$ cat src/rtl/core/ggrm_pkg.sv
package ggrm_pkg;

    // Default grid size
    localparam int DEF_GRID_WIDTH  = 64;
    localparam int DEF_GRID_HEIGHT = 64;

    // Item field widths
    localparam int OP_W    = 2;
    localparam int ROW_W   = 6;
    localparam int COL_W   = 6;
    localparam int TYPE_W  = 4;
    localparam int MODEL_W = 7;
    localparam int SIZE_W  = 7;

    // Operation codes
    localparam logic [OP_W-1:0] OP_WRITE = 2'd0;
    localparam logic [OP_W-1:0] OP_FIND  = 2'd1;
    localparam logic [OP_W-1:0] OP_CLEAR = 2'd2;
    localparam logic [OP_W-1:0] OP_NONE  = 2'd3;

    // Reset content of every cell
    localparam logic [TYPE_W-1:0]  RESET_TYPE  = 4'd1;
    localparam logic [MODEL_W-1:0] RESET_MODEL = 7'd0;

    // Cursor moves
    localparam logic [2:0] CUR_HOLD   = 3'd0;
    localparam logic [2:0] CUR_SCAN   = 3'd1;  // load from scan position
    localparam logic [2:0] CUR_NEXT   = 3'd2;  // raster step with row wrap
    localparam logic [2:0] CUR_RIGHT  = 3'd3;  // one column right
    localparam logic [2:0] CUR_DOWN   = 3'd4;  // next row, left column
    localparam logic [2:0] CUR_CORNER = 3'd5;  // top left of rectangle
    localparam logic [2:0] CUR_BELOW  = 3'd6;  // row under top, left column

    typedef struct packed {
        logic [2:0] cur_op;
        logic       accept;
        logic       cell_wr;
        logic       hit_cap;
        logic       w_inc;
        logic       h_init;
        logic       h_inc;
        logic       vis_set;
        logic       sweep_vis;
        logic       sweep_cell;
        logic       scan_rewind;
        logic       scan_after_hit;
        logic       res_load;
        logic       res_found;
    } t_cmd;

    typedef struct packed {
        logic hit;
        logic match;
        logic x_last;
        logic x_end;
        logic y_last;
        logic y_end;
        logic top_last;
        logic sweep_last;
        logic scan_end;
        logic out_free;
    } t_status;

endpackage

$ cat src/rtl/core/ggrm_ctrl.sv
module ggrm_ctrl (
    input  logic                        i_clk,
    input  logic                        i_rst_n,
    input  logic                        i_valid,
    input  logic [ggrm_pkg::OP_W-1:0]   i_operation,
    output logic                        o_stall,
    input  ggrm_pkg::t_status           i_status,
    output ggrm_pkg::t_cmd              o_cmd
);

    localparam logic [3:0] S_INIT    = 4'd0;
    localparam logic [3:0] S_IDLE    = 4'd1;
    localparam logic [3:0] S_CLR     = 4'd2;
    localparam logic [3:0] S_SCAN_RD = 4'd3;
    localparam logic [3:0] S_SCAN_CK = 4'd4;
    localparam logic [3:0] S_RUN_RD  = 4'd5;
    localparam logic [3:0] S_RUN_CK  = 4'd6;
    localparam logic [3:0] S_HSTART  = 4'd7;
    localparam logic [3:0] S_ROW_RD  = 4'd8;
    localparam logic [3:0] S_ROW_CK  = 4'd9;
    localparam logic [3:0] S_MARK    = 4'd10;
    localparam logic [3:0] S_HIT     = 4'd11;
    localparam logic [3:0] S_MISS    = 4'd12;
    localparam logic [3:0] S_EMPTY   = 4'd13;

    logic [3:0] r_state;
    logic [3:0] n_state;

    always_ff @(posedge i_clk) begin
        if (!i_rst_n) begin
            r_state <= S_INIT;
        end else begin
            r_state <= n_state;
        end
    end

    assign o_stall = (r_state != S_IDLE);

    // Next state and commands
    always_comb begin
        n_state = r_state;
        o_cmd   = '0;
        o_cmd.cur_op = ggrm_pkg::CUR_HOLD;
        case (r_state)
            S_INIT: begin
                o_cmd.sweep_vis  = 1'b1;
                o_cmd.sweep_cell = 1'b1;
                if (i_status.sweep_last) begin
                    n_state = S_IDLE;
                end
            end
            S_IDLE: begin
                if (i_valid) begin
                    o_cmd.accept = 1'b1;
                    case (i_operation)
                        ggrm_pkg::OP_WRITE: begin
                            o_cmd.cell_wr = 1'b1;
                            n_state = S_EMPTY;
                        end
                        ggrm_pkg::OP_FIND: begin
                            o_cmd.cur_op = ggrm_pkg::CUR_SCAN;
                            n_state = i_status.scan_end ? S_MISS : S_SCAN_RD;
                        end
                        ggrm_pkg::OP_CLEAR: n_state = S_CLR;
                        default: n_state = S_EMPTY;
                    endcase
                end
            end
            S_CLR: begin
                o_cmd.sweep_vis   = 1'b1;
                o_cmd.scan_rewind = 1'b1;
                if (i_status.sweep_last) begin
                    n_state = S_EMPTY;
                end
            end
            S_SCAN_RD: n_state = S_SCAN_CK;
            S_SCAN_CK: begin
                if (i_status.hit) begin
                    o_cmd.hit_cap = 1'b1;
                    if (i_status.x_last) begin
                        n_state = S_HSTART;
                    end else begin
                        o_cmd.cur_op = ggrm_pkg::CUR_RIGHT;
                        n_state = S_RUN_RD;
                    end
                end else if (i_status.x_last && i_status.y_last) begin
                    n_state = S_MISS;
                end else begin
                    o_cmd.cur_op = ggrm_pkg::CUR_NEXT;
                    n_state = S_SCAN_RD;
                end
            end
            S_RUN_RD: n_state = S_RUN_CK;
            S_RUN_CK: begin
                if (i_status.match) begin
                    o_cmd.w_inc = 1'b1;
                    if (i_status.x_last) begin
                        n_state = S_HSTART;
                    end else begin
                        o_cmd.cur_op = ggrm_pkg::CUR_RIGHT;
                        n_state = S_RUN_RD;
                    end
                end else begin
                    n_state = S_HSTART;
                end
            end
            S_HSTART: begin
                o_cmd.h_init = 1'b1;
                if (i_status.top_last) begin
                    o_cmd.cur_op = ggrm_pkg::CUR_CORNER;
                    n_state = S_MARK;
                end else begin
                    o_cmd.cur_op = ggrm_pkg::CUR_BELOW;
                    n_state = S_ROW_RD;
                end
            end
            S_ROW_RD: n_state = S_ROW_CK;
            S_ROW_CK: begin
                if (!i_status.match) begin
                    o_cmd.cur_op = ggrm_pkg::CUR_CORNER;
                    n_state = S_MARK;
                end else if (i_status.x_end) begin
                    o_cmd.h_inc = 1'b1;
                    if (i_status.y_last) begin
                        o_cmd.cur_op = ggrm_pkg::CUR_CORNER;
                        n_state = S_MARK;
                    end else begin
                        o_cmd.cur_op = ggrm_pkg::CUR_DOWN;
                        n_state = S_ROW_RD;
                    end
                end else begin
                    o_cmd.cur_op = ggrm_pkg::CUR_RIGHT;
                    n_state = S_ROW_RD;
                end
            end
            S_MARK: begin
                o_cmd.vis_set = 1'b1;
                if (i_status.x_end) begin
                    if (i_status.y_end) begin
                        n_state = S_HIT;
                    end else begin
                        o_cmd.cur_op = ggrm_pkg::CUR_DOWN;
                    end
                end else begin
                    o_cmd.cur_op = ggrm_pkg::CUR_RIGHT;
                end
            end
            S_HIT: begin
                if (i_status.out_free) begin
                    o_cmd.res_load       = 1'b1;
                    o_cmd.res_found      = 1'b1;
                    o_cmd.scan_after_hit = 1'b1;
                    n_state = S_IDLE;
                end
            end
            S_MISS: begin
                if (i_status.out_free) begin
                    o_cmd.res_load    = 1'b1;
                    o_cmd.scan_rewind = 1'b1;
                    n_state = S_IDLE;
                end
            end
            S_EMPTY: begin
                if (i_status.out_free) begin
                    o_cmd.res_load = 1'b1;
                    n_state = S_IDLE;
                end
            end
            default: n_state = S_IDLE;
        endcase
    end

endmodule
$ cat config.mk
export PLATFORM = sky130hd
export DESIGN_NAME = ggrm_ctrl
export DESIGN_NICKNAME = d
export VERILOG_FILES = /design/src/rtl/core/ggrm_pkg.sv /design/src/rtl/core/ggrm_ctrl.sv
export SDC_FILE = /design/constraint.sdc
export NUM_CORES = 1
export LEC_CHECK = 0
export BUFFER_PORTS_ARGS = -buffer_cell sky130_fd_sc_hd__buf_4
export CORE_UTILIZATION = 47
export DETAILED_ROUTE_END_ITERATION = 16
export PLACE_DENSITY = 0.87
export SETUP_SLACK_MARGIN = 0.3
export SKIP_CTS_REPAIR_TIMING = 1
export SYNTH_ARGS = -nofsm -noshare
export SYNTH_HDL_FRONTEND = slang
export SYNTH_SLANG_ARGS = --single-unit
$ cat constraint.sdc
create_clock -name i_clk -period 1.95 [get_ports i_clk]
set_clock_uncertainty 0.1 [all_clocks]
set_input_delay 0.39 -clock i_clk [delete_from_list [all_inputs] [get_ports i_clk]]
set_output_delay 0.39 -clock i_clk [all_outputs]
set_load 0.05 [all_outputs]
==> impl_metrics.toml, run 1 <==
[status]
status = "complete, but fails checks"
violations = "negative setup slack"

[sta]
fmax_mhz = 457.5
slew_violations = 0
period_needed_ps = 2186
hold_ws_ps = 315.2
tightest_slew_ps = 488.4
fin_ws_ps = -235.8
period_share = 1.121
rsz0062_at_grt = "true"
finalHoldViolCount = 0
setup_viol = 6
slew_headroom = 0.6744

[clocking]
root_buffer = "clkbuf_4"
htreeDepth = 1
clk_pin_slew_ps = 50
clk_latency_ps = 250
cts_buffer_depth = 2
numClockSinks = 4
cts_buffers = 3
cts_tree = "done"

[finish]
drive_gt1_frac = 0.5714
largest_register_ff_count = 4
nets = 174
final.fill_count = 54
antenna_cells = 0
reg_top3 = "r_state x4"
final_cell_count_no_fill = 170
final_util = 0.9161
largest-register = "r_state"
area_growth_pct = 83.53

[min_path]
hold_start = "i_rst_n"
hold_path_class = "input pin to flip-flop"

[global_routing]
overflow = 0
grt_first_pass_wirelength_um = 3698
grt_usage = 0.2700
grt_antenna_before_repair = 0
grt_start_max_net_pins = 13
first_global_vias = 822

[synth]
synth-simple-area-share = 0.4542
syn_area_per_cell_um2 = 6.775
syn_nets = 129
synthCells = 111
synth-xor-area-share = 0
ys_types = 39
yosys-mux-area-fraction = 0
syn_area_um2 = 752.0
yosysWarnings = 0
ys_ff_latch = 4
synth-adder-area-share = 0.04992
synth_top_family_by_area = "simple AND/OR/NAND/NOR gates"
synth_compound_area_frac = 0.2779
yosysSeqAreaShare = 0.1065

[floorplan]
fp.dieH_um = 42
ioPinCount = 32
initial_utilization = 0.4992
core_um2 = 1506
design.die.area_um2 = 1764
num_rows = 14
fp.dieW_um = 42

[route]
vias_per_cell = 6.600
via_count = 1122
drt-total-wl_um = 3468
first_pass_iters = 4
ant_nets = 0
drt-initial-drc-count = 67
route.detailed.drc = 0
wl_per_cell_um = 20.40

[placement]
pre_cts_ws_ps = 62.37
port_buffers = 31
dp.cells = 159
globalplace.congestion = 0.8897
post-dp-hpwl_um = 1792

[run]
cap_violations = 0

[power]
ir_drop_mv = 1.163
p_per_area_nw_per_um2 = 1320
p_leak_nw = 0.5978
finalPower_mw = 1.822

[critical_path]
crit_path_start = "r_state[2]$_SDFFE_PN0P_"
crit_fanout = 4
crit_arrival_ps = 1700
required_ps = 1460
reg2reg_from = "r_state[2]$_SDFFE_PN0P_"
startpoint_type = "flip-flop"
criticalPathCategory = "flip-flop to primary output"
endpoint_kind = "primary output"
## worst max-delay path, cell delays in order, from the launching register on
cell        delay, ps
dfxtp_4           360
buf_12            120
nor2b_4           130
nand3_4            90
clkinvlp_4        100
a221oi_2          270
o211ai_1          150
buf_4             210
## stage by stage
step / TNS (ps) / instance area (um^2)
5_1_grt: -835.8 / 1380
4_1_cts: -632.6 / 1101
3_3_place_gp: 0 / 1079
2_1_floorplan: -454.5 / 829.5
6_report: -605.7 / 1380
3_5_place_dp: 0 / 1079
## cells in the final DEF (no fill, tap or decap), types with 3 or more instances in the layout
cell,count
dfxtp_4,4
o21ai_2,3
nand2_2,3
buf_6,6
o211ai_1,5
nand2b_1,8
nand4b_1,3
buf_8,9
a21oi_1,5
inv_1,3
nand2_1,9
buf_4,32
o21ai_0,3
ha_1,3
nor2_4,3
clkbuf_4,3
nor2_1,8
## kinds of logic (layout without fill, tap and decap cells)
| group | count (synthesis) | after routing |
|---|---|---|
| compound gates | 31 | 31 |
| fa+ha+maj | 3 | 3 |
| buf+inv | 14 | 57 |
| flops | 4 | 4 |
| simple gates | 59 | 59 |
## cells in the mapped netlist
cell	instances	area [um^2]
a21bo_2	1	10.01
a21boi_0	2	15.01
a21o_1	2	15.01
a21oi_1	5	25.02
a21oi_2	1	8.760
a221oi_1	1	8.760
a311oi_1	1	8.760
a31oi_1	1	6.260
and2_1	1	6.260
and2b_1	1	7.510
and2b_2	1	8.760
and3_1	4	25.02
buf_2	4	20.02
buf_4	1	7.510
buf_6	3	33.78
dfxtp_1	4	80.08
ha_1	3	37.54
inv_1	6	22.52
nand2_1	13	48.80
nand2b_1	8	50.05
nand2b_4	1	13.76
nand3_1	4	20.02
nand3b_1	1	7.510
nand4_1	1	6.260
nand4b_1	3	26.28
nand4bb_1	1	11.26
nor2_1	11	41.29
nor2b_1	3	18.77
nor2b_4	1	13.76
nor3_1	1	5.000
nor3b_1	1	7.510
nor4_1	2	12.51
o2111ai_1	1	8.760
o211ai_1	5	37.54
o21ai_0	7	35.03
o21ai_2	1	8.760
o22ai_1	2	12.51
o41ai_1	1	8.760
or4_4	1	11.26
## report_power, final
| group | internal, mW | switching [mW] | total, mW |
|---|---|---|---|
| clock network | 0.0698 | 0.0478 | 0.118 |
| logic | 0.646 | 0.869 | 1.51 |
| registers | 0.128 | 0.0618 | 0.190 |
| total | 0.844 | 0.978 | 1.82 |
## area by class of cell
cell class / instances / area, um^2 / share of cell area
Multi-Input combinational cell: 93 / 753.2 / 0.5458
Timing Repair Buffer: 48 / 462.9 / 0.3354
Sequential cell: 4 / 95.09 / 0.06890
Inverter: 6 / 26.28 / 0.01904
Clock buffer: 3 / 22.52 / 0.01632
Tap cell: 16 / 20.02 / 0.01451
## routing by layer
| layer | GRT usage | routed length, um | vias up |
|---|---|---|---|
| met3 | 0.01293 | 311 | 17 |
| met2 | 0.4500 | 1687 | 100 |
| met1 | 0.3690 | 1324 | 522 |
| li1 | - | - | 483 |
| met5 | 0 | 0 | - |
| met4 | 0.09677 | 145 | 0 |
## final timing paths
kind                            cells past startpoint                      end  slack [ps]
worst min-delay path                                3  r_state[2]$_SDFFE_PN0P_         320
worst max-delay path                                7                o_cmd[13]        -240
worst min register to register                      3  r_state[0]$_SDFFE_PN0P_         590
worst max register to register                      6  r_state[0]$_SDFFE_PN0P_         210
Power figures use the tool's default switching activity.
==> inputs of run 2 (changes only) <==
--- a/config.mk
+++ b/config.mk
@@ -5,6 +5,7 @@
 export SDC_FILE = /design/constraint.sdc
 export NUM_CORES = 1
 export LEC_CHECK = 0
+export ABC_AREA = 1
 export BUFFER_PORTS_ARGS = -buffer_cell sky130_fd_sc_hd__buf_4
 export CORE_UTILIZATION = 47
 export DETAILED_ROUTE_END_ITERATION = 16
==> constraint.sdc (replaced) <==
create_clock -name i_clk -period 2.3 [get_ports i_clk]
set_clock_uncertainty 0.1 [all_clocks]
set_input_delay 0.46 -clock i_clk [delete_from_list [all_inputs] [get_ports i_clk]]
set_output_delay 0.46 -clock i_clk [all_outputs]
set_load 0.05 [all_outputs]
==> run 2 against run 1 <==
Against the previous run:
- the run now ends clean
- first-iteration DRC count is 7.5% higher
- largest cell class unchanged
- clock power is 17% lower
- sequential share of layout area is 0.86 points higher
- critical path depth stayed put
- count of clock-buffer cells in the layout stayed put
- hold slack better by 58 ps
- register-to-register slack better by 520 ps
- critical endpoint unchanged
- highest routed layer unchanged
- final cell count is 15% higher
- critical path type unchanged
- cell area is 11% lower
- die area is 0.81% lower
==> impl_metrics.toml, run 2 <==
[status]
status = "completed"

[power]
p_sw_frac = 0.6230
seq_power_share = 0.138
p_comb_frac = 0.802
p_per_area_nw_per_um2 = 1340
power_switching_mw = 1.024
ir_drop_mv = 1.176
p_clk_frac = 0.060
p_leak_nw = 0.6460
p_int_mw = 0.6195

[floorplan]
core_um2 = 1489
ioPinCount = 32
fp.dieW_um = 41.83
initial_utilization = 0.5008
design.die.area_um2 = 1750
num_rows = 14
fp.dieH_um = 41.83

[synth]
synth_edf_count = 0
synth_top_flop_cell = "dfxtp_1"
yosysSeqAreaShare = 0.1074
yosysWarnings = 0
yosysTopAreaCell = "nand2_1"
synth_area_leaders = "nand2_1 (25%), nor2_1 (12%), dfxtp_1 (11%)"
yosysTopAreaCellShare = 0.2466
syn_area_um2 = 745.7
syn_nets = 160
syn_area_per_cell_um2 = 5.252
synthCells = 142
async_reset_ff_frac = 0
synth_common_cells = "nand2_1 (49), nor2_1 (23), inv_1 (19)"
ys_types = 25
ys_ff_latch = 4
synth.most_common_cell = "nand2_1"

[finish]
reg_top3 = "r_state x4"
area_growth_pct = 64.43
final_cell_mix = "nand2_1 (44), buf_4 (32), inv_1 (16)"
final_common_cell = "nand2_1"
register_area_um2 = 95.09
final_cell_count_no_fill = 195
drive_gt1_frac = 0.4469
nets = 199
antenna_cells = 0
final.fill_count = 105
final_util = 0.8235
largest-register = "r_state"
multi_input_area_um2 = 711.9
largest_register_ff_count = 4

[placement]
dp.cells = 188
globalplace.congestion = 0.8795
post-dp-hpwl_um = 1774
port_buffers = 31

[clocking]
numClockSinks = 4
cts_tree = "done"
clk_pin_slew_ps = 50
root_buffer = "clkbuf_4"
clk_latency_ps = 260
htreeDepth = 1
cts_buffers = 3
cts_buffer_depth = 2

[critical_path]
startpoint_type = "flip-flop"
crit_path_start = "r_state[1]$_SDFFE_PN0P_"
required_ps = 1740
reg2reg_from = "r_state[3]$_SDFFE_PN0P_"
rr_worst_depth = 9
crit_arrival_ps = 1520
crit_fanout = 7
endpoint_kind = "primary output"
criticalPathCategory = "flip-flop to primary output"

[route]
via_count = 1134
ant_nets = 0
drt-total-wl_um = 2828
first_pass_iters = 5
vias_per_cell = 5.815
route.detailed.drc = 0
drt-initial-drc-count = 72
wl_per_cell_um = 14.50

[sta]
setup_viol = 0
rsz0062_at_grt = "true"
period_needed_ps = 2077
period_share = 0.9032
finalHoldViolCount = 0
fin_setup_tns_ps = 0
tightest_slew_ps = 274.7
slew_headroom = 0.8166
slew_violations = 0
fmax_mhz = 481.4

[min_path]
hold_start = "i_rst_n"
hold_path_class = "input pin to flip-flop"
holdPathStages = 3

[global_routing]
overflow = 0
grt_antenna_before_repair = 0
grt_start_max_net_pins = 8
grt_usage = 0.2673
grt_first_pass_wirelength_um = 3670
first_global_vias = 886

[run]
cap_violations = 0
run 2: per-stage QoR:
stage               cell area, um^2  hold slack, ps  setup slack (ps)  total power, mW
finish                         1226           373.6             222.7            1.643
global route                   1226           394.3             187.4            1.735
CTS                            1091           381.4            -23.26            1.414
detailed placement             1069           485.2             248.3            1.311
global placement               1069           470.0             309.4            1.298
floorplan                     827.0           447.0             123.2            1.051
run 2: worst paths after layout:
check / endpoint / slack [ps]
max: o_cmd[13] / 220
min: r_state[0]$_SDFFE_PN0P_ / 370
max reg2reg: r_state[2]$_SDFFE_PN0P_ / 730
min reg2reg: r_state[1]$_SDFFE_PN0P_ / 480
run 2: per-layer routing:
metal	part of all wire	track usage	routed length, um	up-vias
li1	-	-	-	523
met1	0.37	0.3404	1039	493
met2	0.48	0.4563	1366	88
met3	0.094	0.03913	267	30
met4	0.054	0.09032	154	0
met5	0	0	0	-
run 2: cell type report:
class	count	area share
sequential	4	0.07755
multi-input combinational	115	0.5806
clock buffer	3	0.01837
inverter	21	0.06837
tap	16	0.01633
timing repair buffer	36	0.2388
run 2: worst max-delay path: stages (launching register included):
cell     delay (ps)
dfxtp_4         430
inv_4            60
nor2_4          160
nand2_4          90
o22ai_4         230
a21oi_2          80
nand3_4          70
buf_8           140
run 2: power groups by stage:
stage          combinational, mW  sequential [mW]  clock [mW]
6_report                    1.32            0.227      0.0985
5_1_grt                     1.41            0.227       0.103
4_1_cts                     1.15            0.173      0.0948
3_5_place_dp                1.14            0.175           0
3_3_place_gp                1.13            0.173           0
2_1_floorplan              0.903            0.148           0
run 2: cells by family after synthesis:
group,count (synthesis),share of synthesized area
AO/OA/AOI/OAI,15,0.1208
adder cells (fa/ha/maj),3,0.05034
buffers and inverters,23,0.1309
flip-flops,4,0.1074
AND/OR/NAND/NOR,97,0.5906
==> inputs of run 3 (changes only) <==
--- a/config.mk
+++ b/config.mk
@@ -5,7 +5,6 @@
 export SDC_FILE = /design/constraint.sdc
 export NUM_CORES = 1
 export LEC_CHECK = 0
-export ABC_AREA = 1
 export BUFFER_PORTS_ARGS = -buffer_cell sky130_fd_sc_hd__buf_4
 export CORE_UTILIZATION = 47
 export DETAILED_ROUTE_END_ITERATION = 16
==> run 3 against run 2 <==
Against the previous run:
- power is 17% lower
- utilization decreased by 2.4 points
- hold slack better by 14 ps
- count of clock-buffer cells in the layout unchanged
- clock power shrank 5.5%
- highest routed layer unchanged
==> impl_metrics.toml, run 3 (synthesis results as in run 1) <==
[floorplan]
initial_utilization = 0.4992
core_um2 = 1506
ioPinCount = 32
fp.dieH_um = 42
fp.dieW_um = 42
design.die.area_um2 = 1764
num_rows = 14

[clocking]
cts_buffers = 3
root_buffer = "clkbuf_4"
clk_pin_slew_ps = 50
clk_latency_ps = 240
cts_tree = "done"
htreeDepth = 1
numClockSinks = 4
cts_buffer_depth = 2

[power]
ir_drop_mv = 0.9838
p_leak_nw = 0.5654
p_per_area_nw_per_um2 = 1132
finalPower_mw = 1.364

[route]
drt-total-wl_um = 2892
route.detailed.drc = 0
first_pass_iters = 4
vias_per_cell = 6.298
ant_nets = 0
wl_per_cell_um = 17.21
via_count = 1058
drt-initial-drc-count = 81

[finish]
antenna_cells = 0
largest-register = "r_state"
reg_top3 = "r_state x4"
drive_gt1_frac = 0.5132
final_cell_mix = "buf_4 (41), nand2_1 (11), nor2_1 (8)"
fin_area_um2 = 1205
final_cell_count_no_fill = 168
final_common_cell = "buf_4"
final_util = 0.7998
largest_register_ff_count = 4
nets = 172
area_growth_pct = 60.23

[min_path]
hold_path_class = "input pin to flip-flop"

[critical_path]
crit_fanout = 9
endpoint_kind = "primary output"
required_ps = 1740
crit_arrival_ps = 1580
startpoint_type = "flip-flop"
criticalPathCategory = "flip-flop to primary output"
r2r_slack_ps = 470

[global_routing]
first_global_vias = 787
use_met1 = 0.3059
grt_first_pass_wirelength_um = 3270
grt_use_met2 = 0.3969
grt_usage = 0.2318
met3_usage = 0.01293
grt_antenna_before_repair = 0
grt_start_max_net_pins = 15
overflow = 0
grt.busiest_layer = "met2"

[status]
status = "completed"

[sta]
rsz0062_at_grt = "true"
setup_viol = 0
fmax_mhz = 467.2
finalHoldViolCount = 0
period_needed_ps = 2140
slew_headroom = 0.7714
fin_setup_tns_ps = 0
hold_ws_ps = 388.0
slew_violations = 0
period_share = 0.9306
tightest_slew_ps = 340.6
fin_ws_ps = 159.6

[placement]
port_buffers = 31
dp.cells = 154
post-dp-hpwl_um = 1627
globalplace.congestion = 0.8853
detailed_place.area_um2 = 1012
pre_cts_ws_ps = 284.0

[run]
cap_violations = 0
-- run 3: changes by cell type in the layout (fill, tap and decap cells not counted), sizes merged, moves of 3 or more --
cell,change
nand2,-38
buf,+9
and3,+4
nor2b,+4
nand2b,+9
nand3,-4
nand4b,+3
nor2,-19
inv,-16
o211ai,+5
o21ai,+4
-- run 3: critical path: stages (launching register included) --
cell	delay, ps
dfxtp_4	370
and2b_2	240
and3_4	160
a221oi_2	230
o211ai_1	130
buf_4	210
-- run 3: power breakdown --
part | switching, mW | internal [mW] | total (mW)
Combinational | 0.657 | 0.453 | 1.11
Sequential | 0.0522 | 0.109 | 0.161
Clock | 0.0343 | 0.0588 | 0.0931
-- run 3: final timing paths --
kind                                start                       to  depth (start not counted)
hold / removal                    i_rst_n  r_state[3]$_SDFFE_PN0P_                          3
hold reg to reg   r_state[0]$_SDFFE_PN0P_  r_state[0]$_SDFFE_PN0P_                          3
setup / recovery  r_state[0]$_SDFFE_PN0P_                o_cmd[13]                          5
setup reg to reg  r_state[0]$_SDFFE_PN0P_  r_state[3]$_SDFFE_PN0P_                          6
-- run 3: final cells by class --
type	count	area, um^2
clock buffers	3	22.52
fillers	96	301.5
inverters	6	26.28
multi-input cells	93	683.2
flip-flops and latches	4	95.09
well taps	16	20.02
repair buffers	46	357.8
-- run 3: per-layer routing --
layer / up-vias / part of all wire
met5: - / 0
met4: 0 / 0.031
met3: 12 / 0.086
met2: 78 / 0.50
met1: 488 / 0.38
li1: 480 / -
